==> src/hdl/cifd_pkg.sv <==
// Shared types and constants for the CAN id/mask acceptance filter.
// Used by cifd_ctrl, cifd_datapath, can_id_mask_filter_dispatch and the testbench; no dependencies.
package cifd_pkg;

	// Table geometry and field widths
	localparam int FILTER_SLOTS = 16;
	localparam int CLIENT_SLOTS = 16;
	localparam int ID_BITS      = 29;
	localparam int CLIENT_W     = 4;
	localparam int FORMAT_W     = 8;
	localparam int HITS_W       = 32;
	localparam int RC_W         = 5;
	localparam int IDX_W        = (FILTER_SLOTS > 1) ? $clog2(FILTER_SLOTS) : 1;
	localparam int CNT_W        = $clog2(FILTER_SLOTS + 1);

	// Input operation codes
	typedef enum logic [1:0] {
		MODE_FRAME  = 2'd0,
		MODE_ADD    = 2'd1,
		MODE_REMOVE = 2'd2
	} mode_t;

	// Result status codes
	typedef enum logic [2:0] {
		ST_DELIVERED = 3'd0,
		ST_NO_MATCH  = 3'd1,
		ST_ADDED     = 3'd2,
		ST_FULL      = 3'd3,
		ST_REMOVED   = 3'd4
	} status_t;

	// One filter in the table
	typedef struct packed {
		logic [ID_BITS-1:0]  id;
		logic [ID_BITS-1:0]  mask;
		logic [CLIENT_W-1:0] owner;
		logic [FORMAT_W-1:0] format;
		logic [HITS_W-1:0]   hits;
	} entry_t;

	// Controller to datapath commands
	typedef struct packed {
		logic load;
		logic scan_step;
		logic scan_end;
		logic add;
		logic purge_step;
		logic purge_end;
	} ctl_cmd_t;

	// Datapath to controller status
	typedef struct packed {
		logic at_end;
	} dp_stat_t;

endpackage

==> src/hdl/cifd_ctrl.sv <==
// Sequencer for the acceptance filter: picks the operation and walks the table.
// Depends on cifd_pkg; drives cifd_datapath through ctl_cmd_t.
module cifd_ctrl (
	input  logic                clk,
	input  logic                arst_n,
	input  logic                start,
	input  logic [1:0]          mode,
	input  cifd_pkg::dp_stat_t  stat,
	output cifd_pkg::ctl_cmd_t  cmd,
	output logic                busy
);
	import cifd_pkg::*;

	typedef enum logic [1:0] {
		S_IDLE,
		S_SCAN,
		S_ADD,
		S_PURGE
	} state_t;

	state_t state_q;
	logic   busy_q;
	logic   accept;

	assign accept = start && !busy_q;
	assign busy   = busy_q;

	// Commands decoded from the current state; load from an accepted start
	always_comb begin
		cmd            = '0;
		cmd.load       = accept;
		cmd.scan_step  = (state_q == S_SCAN)  && !stat.at_end;
		cmd.scan_end   = (state_q == S_SCAN)  &&  stat.at_end;
		cmd.add        = (state_q == S_ADD);
		cmd.purge_step = (state_q == S_PURGE) && !stat.at_end;
		cmd.purge_end  = (state_q == S_PURGE) &&  stat.at_end;
	end

	// State and busy flag
	always_ff @(posedge clk or negedge arst_n) begin
		if (!arst_n) begin
			state_q <= S_IDLE;
			busy_q  <= 1'b0;
		end else begin
			case (state_q)
				S_IDLE: begin
					if (accept) begin
						case (mode)
							MODE_FRAME: begin
								state_q <= S_SCAN;
								busy_q  <= 1'b1;
							end
							MODE_ADD: begin
								state_q <= S_ADD;
								busy_q  <= 1'b1;
							end
							MODE_REMOVE: begin
								state_q <= S_PURGE;
								busy_q  <= 1'b1;
							end
							default: begin
								// unused code: no result, stay idle
								state_q <= S_IDLE;
								busy_q  <= 1'b0;
							end
						endcase
					end
				end
				S_SCAN, S_PURGE: begin
					if (stat.at_end) begin
						state_q <= S_IDLE;
						busy_q  <= 1'b0;
					end
				end
				S_ADD: begin
					state_q <= S_IDLE;
					busy_q  <= 1'b0;
				end
				default: begin
					state_q <= S_IDLE;
					busy_q  <= 1'b0;
				end
			endcase
		end
	end

endmodule

==> src/hdl/cifd_datapath.sv <==
// Filter table, match/compact logic and result register of the acceptance filter.
// Depends on cifd_pkg; steered by cifd_ctrl.
module cifd_datapath (
	input  logic                           clk,
	input  logic                           arst_n,
	input  cifd_pkg::ctl_cmd_t             cmd,
	output cifd_pkg::dp_stat_t             stat,
	input  logic [cifd_pkg::ID_BITS-1:0]   frame_id,
	input  logic [cifd_pkg::ID_BITS-1:0]   match_id,
	input  logic [cifd_pkg::ID_BITS-1:0]   match_mask,
	input  logic [cifd_pkg::CLIENT_W-1:0]  client,
	input  logic [cifd_pkg::FORMAT_W-1:0]  format,
	output logic                           strobe,
	output logic [2:0]                     status,
	output logic [cifd_pkg::CLIENT_W-1:0]  dest_client,
	output logic [cifd_pkg::FORMAT_W-1:0]  dest_format,
	output logic [cifd_pkg::HITS_W-1:0]    hits,
	output logic [cifd_pkg::RC_W-1:0]      removed_count,
	output logic                           last
);
	import cifd_pkg::*;

	// Filter table, no reset: only entries below the count are read
	entry_t tbl_q [FILTER_SLOTS];

	// Latched operands of the current beat
	logic [ID_BITS-1:0]  frame_q;
	logic [ID_BITS-1:0]  id_q;
	logic [ID_BITS-1:0]  mask_q;
	logic [CLIENT_W-1:0] client_q;
	logic [FORMAT_W-1:0] format_q;

	// Walk state
	logic [CNT_W-1:0] count_q;
	logic [CNT_W-1:0] scan_q;
	logic [CNT_W-1:0] keep_q;
	logic [CNT_W-1:0] removed_q;

	// Held delivery, sent once the next match or the end is seen
	logic                pend_valid_q;
	logic [CLIENT_W-1:0] pend_client_q;
	logic [FORMAT_W-1:0] pend_format_q;
	logic [HITS_W-1:0]   pend_hits_q;

	// Result register
	logic                strobe_q;
	status_t             status_q;
	logic [CLIENT_W-1:0] dclient_q;
	logic [FORMAT_W-1:0] dformat_q;
	logic [HITS_W-1:0]   hits_q;
	logic [RC_W-1:0]     rc_q;
	logic                last_q;

	entry_t              rd;
	logic                hit;
	logic [HITS_W-1:0]   hits_inc;
	logic                full;
	logic                bad_client;

	logic                wr_en;
	logic [IDX_W-1:0]    wr_addr;
	entry_t              wr_data;

	logic                emit;
	status_t             e_status;
	logic [CLIENT_W-1:0] e_client;
	logic [FORMAT_W-1:0] e_format;
	logic [HITS_W-1:0]   e_hits;
	logic [RC_W-1:0]     e_rc;
	logic                e_last;

	assign stat.at_end = (scan_q == count_q);

	// Read at the walk pointer, compare and bump the counter
	assign rd         = tbl_q[scan_q[IDX_W-1:0]];
	assign hit        = ((frame_q & rd.mask) == rd.id);
	assign hits_inc   = (rd.hits == {HITS_W{1'b1}}) ? rd.hits : rd.hits + 1'b1;
	assign full       = (count_q == CNT_W'(FILTER_SLOTS));
	assign bad_client = (32'(client_q) >= 32'(CLIENT_SLOTS));

	// Single table write port
	always_comb begin
		wr_en   = 1'b0;
		wr_addr = scan_q[IDX_W-1:0];
		wr_data = rd;
		if (cmd.scan_step && hit) begin
			wr_en        = 1'b1;
			wr_data.hits = hits_inc;
		end else if (cmd.add && !full && !bad_client) begin
			wr_en          = 1'b1;
			wr_addr        = count_q[IDX_W-1:0];
			wr_data.id     = id_q;
			wr_data.mask   = mask_q;
			wr_data.owner  = client_q;
			wr_data.format = format_q;
			wr_data.hits   = '0;
		end else if (cmd.purge_step && (rd.owner != client_q)) begin
			wr_en   = 1'b1;
			wr_addr = keep_q[IDX_W-1:0];
		end
	end

	always_ff @(posedge clk) begin
		if (wr_en) begin
			tbl_q[wr_addr] <= wr_data;
		end
	end

	// Result selection
	always_comb begin
		emit     = 1'b0;
		e_status = ST_NO_MATCH;
		e_client = '0;
		e_format = '0;
		e_hits   = '0;
		e_rc     = '0;
		e_last   = 1'b1;
		if (cmd.scan_step && hit && pend_valid_q) begin
			emit     = 1'b1;
			e_status = ST_DELIVERED;
			e_client = pend_client_q;
			e_format = pend_format_q;
			e_hits   = pend_hits_q;
			e_last   = 1'b0;
		end else if (cmd.scan_end) begin
			emit = 1'b1;
			if (pend_valid_q) begin
				e_status = ST_DELIVERED;
				e_client = pend_client_q;
				e_format = pend_format_q;
				e_hits   = pend_hits_q;
			end
		end else if (cmd.add) begin
			emit     = 1'b1;
			e_status = (full || bad_client) ? ST_FULL : ST_ADDED;
		end else if (cmd.purge_end) begin
			emit     = 1'b1;
			e_status = ST_REMOVED;
			e_rc     = RC_W'(removed_q);
		end
	end

	// Operand latch
	always_ff @(posedge clk) begin
		if (cmd.load) begin
			frame_q  <= frame_id;
			id_q     <= match_id;
			mask_q   <= match_mask;
			client_q <= client;
			format_q <= format;
		end
	end

	// Walk pointers, count and held delivery
	always_ff @(posedge clk or negedge arst_n) begin
		if (!arst_n) begin
			count_q      <= '0;
			scan_q       <= '0;
			keep_q       <= '0;
			removed_q    <= '0;
			pend_valid_q <= 1'b0;
		end else begin
			if (cmd.load) begin
				scan_q       <= '0;
				keep_q       <= '0;
				removed_q    <= '0;
				pend_valid_q <= 1'b0;
			end
			if (cmd.scan_step) begin
				scan_q <= scan_q + 1'b1;
				if (hit) begin
					pend_valid_q <= 1'b1;
				end
			end
			if (cmd.scan_end) begin
				pend_valid_q <= 1'b0;
			end
			if (cmd.add && !full && !bad_client) begin
				count_q <= count_q + 1'b1;
			end
			if (cmd.purge_step) begin
				scan_q <= scan_q + 1'b1;
				if (rd.owner == client_q) begin
					removed_q <= removed_q + 1'b1;
				end else begin
					keep_q <= keep_q + 1'b1;
				end
			end
			if (cmd.purge_end) begin
				count_q <= keep_q;
			end
		end
	end

	always_ff @(posedge clk) begin
		if (cmd.scan_step && hit) begin
			pend_client_q <= rd.owner;
			pend_format_q <= rd.format;
			pend_hits_q   <= hits_inc;
		end
	end

	// Result register
	always_ff @(posedge clk or negedge arst_n) begin
		if (!arst_n) begin
			strobe_q <= 1'b0;
		end else begin
			strobe_q <= emit;
		end
	end

	always_ff @(posedge clk) begin
		if (emit) begin
			status_q  <= e_status;
			dclient_q <= e_client;
			dformat_q <= e_format;
			hits_q    <= e_hits;
			rc_q      <= e_rc;
			last_q    <= e_last;
		end
	end

	assign strobe        = strobe_q;
	assign status        = status_q;
	assign dest_client   = dclient_q;
	assign dest_format   = dformat_q;
	assign hits          = hits_q;
	assign removed_count = rc_q;
	assign last          = last_q;

endmodule

==> src/hdl/can_id_mask_filter_dispatch.sv <==
// Top level of the CAN id/mask acceptance filter with client dispatch.
// Depends on cifd_pkg, cifd_ctrl and cifd_datapath.
//
// A beat is taken when start is high and busy is low. A received frame (mode 0)
// walks the filter table one slot per clock, and each match, in insertion order,
// is shown on the result ports for one cycle with strobe high; the final result
// of the beat has last set, and a frame that matches nothing gives one no-match
// result. An add (mode 1) appends one filter unless the table is full; a remove
// (mode 2) compacts the table and reports how many filters went. Mode 3 is
// ignored and gives no result. The table has a single write port. The receiver
// cannot stall: every result must be captured in the cycle its strobe is high.
module can_id_mask_filter_dispatch (
	input  logic                           clk,
	input  logic                           arst_n,
	input  logic                           start,
	output logic                           busy,
	input  logic [1:0]                     mode,
	input  logic [cifd_pkg::ID_BITS-1:0]   frame_id,
	input  logic [cifd_pkg::ID_BITS-1:0]   match_id,
	input  logic [cifd_pkg::ID_BITS-1:0]   match_mask,
	input  logic [cifd_pkg::CLIENT_W-1:0]  client,
	input  logic [cifd_pkg::FORMAT_W-1:0]  format,
	output logic                           strobe,
	output logic [2:0]                     status,
	output logic [cifd_pkg::CLIENT_W-1:0]  dest_client,
	output logic [cifd_pkg::FORMAT_W-1:0]  dest_format,
	output logic [cifd_pkg::HITS_W-1:0]    hits,
	output logic [cifd_pkg::RC_W-1:0]      removed_count,
	output logic                           last
);
	import cifd_pkg::*;

	ctl_cmd_t cmd;
	dp_stat_t stat;

	cifd_ctrl u_ctrl (
		.clk    (clk),
		.arst_n (arst_n),
		.start  (start),
		.mode   (mode),
		.stat   (stat),
		.cmd    (cmd),
		.busy   (busy)
	);

	cifd_datapath u_dp (
		.clk           (clk),
		.arst_n        (arst_n),
		.cmd           (cmd),
		.stat          (stat),
		.frame_id      (frame_id),
		.match_id      (match_id),
		.match_mask    (match_mask),
		.client        (client),
		.format        (format),
		.strobe        (strobe),
		.status        (status),
		.dest_client   (dest_client),
		.dest_format   (dest_format),
		.hits          (hits),
		.removed_count (removed_count),
		.last          (last)
	);

endmodule

==> config.mk <==
export PLATFORM = sky130hd
export DESIGN_NAME = can_id_mask_filter_dispatch
export DESIGN_NICKNAME = d
export VERILOG_FILES = /design/src/hdl/cifd_pkg.sv /design/src/hdl/cifd_ctrl.sv /design/src/hdl/cifd_datapath.sv /design/src/hdl/can_id_mask_filter_dispatch.sv
export SDC_FILE = /design/constraint.sdc
export NUM_CORES = 2
export LEC_CHECK = 0
export ABC_AREA = 1
export ABC_CLOCK_PERIOD_IN_PS = 6800
export BUFFER_PORTS_ARGS = -buffer_cell sky130_fd_sc_hd__buf_2
export CAP_MARGIN = 5
export CORE_MARGIN = 2
export CORE_UTILIZATION = 45
export DETAILED_ROUTE_END_ITERATION = 8
export SYNTH_ARGS = -nofsm -noshare
export SYNTH_HDL_FRONTEND = slang
export SYNTH_SLANG_ARGS = --single-unit
==> constraint.sdc <==
create_clock -name clk -period 6.8 [get_ports clk]
set_clock_uncertainty 0.15 [all_clocks]
set_input_delay 0.68 -clock clk [delete_from_list [all_inputs] [get_ports clk]]
set_output_delay 0.68 -clock clk [all_outputs]
set_load 0.05 [all_outputs]
==> reports/results.ini <==
[synthesis]
ys.flop_type=edfxtp_1
synth_mux_area_frac=0.000131
synth_largest_area_cell=edfxtp_1
yosys.area_share.adder=0.00147
synth_top_area_share=0.717
synth_common_cells=edfxtp_1, nand2_1, nor2_1, nand3_1, o21ai_0
synth_top_family_by_area=simple AND/OR/NAND/NOR gates
syn_avg_cell_area_um2=11.8
syn_inst=6475
synth.area.top_cells=edfxtp_1, nand2_1, nor2_1, nand3_1, o21ai_0
synth_edf_count=1828
synth_seq_cells=1853
yosysSeqAreaShare=0.725
yosys.area_share.simple=0.168
synth_compound_area_frac=0.0638
ys_types=40
ys_async_sr_fraction=0.0135
ys_warn_count=0
postSynthNetCount=6588
synthXorXnorAreaFrac=0.000801
yosysMostFrequentCell=edfxtp_1
syn_area_um2=76600

[global_routing]
grt_pass1_vias=47500
grt_usage=0.239
grt_overflow_total=0
antenna_found_initial=4
grt_start_max_net_pins=204
grt_first_pass_wirelength_um=311000

[power]
p_switching_mw=11.4
internal-power_mw=22.6
p_leak_nw=30.8
ir_drop_mv=0.292
pwr-share-seq=0.454
power_density_nw_per_um2=395
clkPwrFrac=0.285
combPwrFrac=0.261
switching_share=0.335
power_mw=34.1

[setup_path]
startpoint_type=flip-flop
path_class=flip-flop to flip-flop
rrSetupSlack_ns=1.18
cp_max_fo=100
regToRegEndpoint=u_dp.tbl_q[12][60]$_DFFE_PP_
required_ns=7.09
r2r_cells=21
r2r-start=u_dp.scan_q[0]$_DFFE_PN0P_
cp_data_arrival_time_ns=5.91
crit_start=u_dp.scan_q[0]$_DFFE_PN0P_
cp-endpoint=u_dp.tbl_q[12][60]$_DFFE_PP_
worst_setup_path_end_kind=flip-flop

[timing]
hold_slack_ns=0.145
rsz0062_at_grt=no
period_needed_ns=5.62
slew-limit-headroom=0.127
finalSetupTns_ns=0
min_period_over_period=0.826
max_slew.worst_pin.slew_ns=1.30
setup_viol_count_final=0
finalMaxSlewViolations=0
report.final.hold_viol_count=0
setup_slack_ns=1.18
fmax_mhz=178

[placement]
dp_cells=8621
dp_worst_setup_slack_ns=1.13
dpl_cell_area_um2=79500
place.port_buffers=158
dpl.hpwl_um=112000
place_congestion=0.869

[clocking]
htreeDepth=4
clock_latency_ns=0.85
clk_pin_slew_ns=0.06
post_cts_buffers=0
cts_tree=built
numCtsBuffers=187
cts_root_buf=clkbuf_16
cts_sinks=1853
clock_path_buffers=3

[layout]
fin_cells=9064
final_core_util=0.509
design_area_um2=86200
fin_nets=6811
drive_gt1_frac=0.0975
area_growth_pct=12.6

[floorplanning]
die_area_um2=173000
rows=151
initial_core_util=0.452
coreArea_um2=169000
boundaryPins=159
die_w_um=417
chipHeight_um=417

[routing]
vias_per_cell=5.52
first_iter_violations=5106
firstDrtPassIters=6
route.vias.total=50100
drc=0
wl_um=210000
post_drt_wl_per_cell_um=23.2
postRouteAntennaNets=0

[status]
status=finished, final reports clean

[worst_hold_path]
hold_path_class=input port to flip-flop

[job]
maxCapViolCount=0

layout make-up:
type	count	area, um^2
multi-input cells	4024	18100
clock inverters	101	790
well taps	2218	2780
clock buffers	234	4880
inverters	230	920
flip-flops and latches	1853	55500
diodes	2	5.00
repair buffers	402	3270
fillers	14500	83000
how the worst min path moves through the flow:
stage                     slack [ns]  cells after the start                   startpoint                             to
after floorplan                 0.23                      0                       arst_n        u_ctrl.busy$_DFFE_PN0P_
after global placement          0.32                      1     u_dp.keep_q[4]$_DFF_PN0_       u_dp.keep_q[4]$_DFF_PN0_
after detailed placement        0.32                      1  u_dp.removed_q[4]$_DFF_PN0_    u_dp.removed_q[4]$_DFF_PN0_
after CTS                      0.002                      1                 frame_id[12]     u_dp.frame_q[12]$_DFFE_PP_
after global routing            0.14                      4                      mode[1]  u_ctrl.state_q[0]$_DFFE_PN0P_
final                           0.14                      4                      mode[1]  u_ctrl.state_q[0]$_DFFE_PN0P_
logic make-up after synthesis:
family,after synthesis
XOR/XNOR,7
AO/OA/AOI/OAI,872
adder cells (fa/ha/maj),9
buffers and inverters,598
flip-flops,1853
AND/OR/NAND/NOR,3135
multiplexers,1
critical path, cell delays in order (launching register included):
cell and delay, ns:
dfrtp_4 0.51, buf_12 0.33, buf_12 0.39, nor2_1 0.11, nor2_1 0.09, o21ai_0 0.09
nand2_1 0.07, nand2_1 0.04, nand2_1 0.09, inv_1 0.08, nand2_1 0.09, nand2_1 0.05
nand2_1 0.08, nand2_1 0.06, nor2_1 0.40, nand3_1 0.22, inv_2 0.08, nand2_1 0.08
nor2_4 0.19, nor2_4 0.19, nor2_4 0.75, buf_12 0.53
routing by layer:
layer | part of all wire | global-route usage
met1 | 0.43 | 0.332
met2 | 0.48 | 0.387
met3 | 0.065 | 0.0332
met4 | 0.033 | 0.0841
met5 | 0.00010 | 0
state kept, by name, indices dropped and copies added (netlist names), 3 cells and up:
| register | cells |
|---|---|
| u_dp.client_q | 4 |
| u_dp.count_q | 5 |
| u_dp.dest_client | 4 |
| u_dp.dest_format | 8 |
| u_dp.format_q | 8 |
| u_dp.frame_q | 29 |
| u_dp.hits | 32 |
| u_dp.id_q | 29 |
| u_dp.keep_q | 5 |
| u_dp.mask_q | 29 |
| u_dp.pend_client_q | 4 |
| u_dp.pend_format_q | 8 |
| u_dp.pend_hits_q | 32 |
| u_dp.removed_count | 5 |
| u_dp.removed_q | 5 |
| u_dp.scan_q | 5 |
| u_dp.status | 3 |
| u_dp.tbl_q | 1632 |
repair_timing:
action	CTS	global route
hold buffers	101	1
setup endpoints to repair	0	0
resized for setup	0	0
endpoints found under the hold margin	124	1
cells in the final DEF, fill, tap and decap left out, drive strengths merged:
| master | count |
|---|---|
| nand3b | 16 |
| dfrtp | 25 |
| clkbuf | 235 |
| xnor2 | 2 |
| a21oi | 81 |
| o21bai | 4 |
| o211ai | 72 |
| a22oi | 1 |
| a31o | 1 |
| dlygate4sd3 | 102 |
| nand4 | 5 |
| xor2 | 5 |
| a31oi | 31 |
| or2 | 2 |
| ha | 9 |
| bufinv | 8 |
| o22ai | 84 |
| nor2 | 966 |
| o21ai | 581 |
| nor3 | 3 |
| inv | 237 |
| buf | 299 |
| clkinvlp | 4 |
| o31ai | 2 |
| diode | 2 |
| clkinv | 82 |
| nand2 | 1534 |
| nand3 | 609 |
| mux2i | 1 |
| o221ai | 15 |
| edfxtp | 1828 |
power groups by stage:
| stage | combinational [mW] | sequential, mW | clock, mW |
|---|---|---|---|
| after global placement | 8.64 | 15.7 | 0 |
| after CTS | 8.84 | 15.5 | 9.85 |
| after detailed placement | 8.76 | 15.7 | 0 |
| final | 8.90 | 15.5 | 9.69 |
| after floorplan | 5.46 | 16.0 | 0 |
| after global routing | 9.78 | 15.5 | 10.3 |
Power figures use the tool's default switching activity.
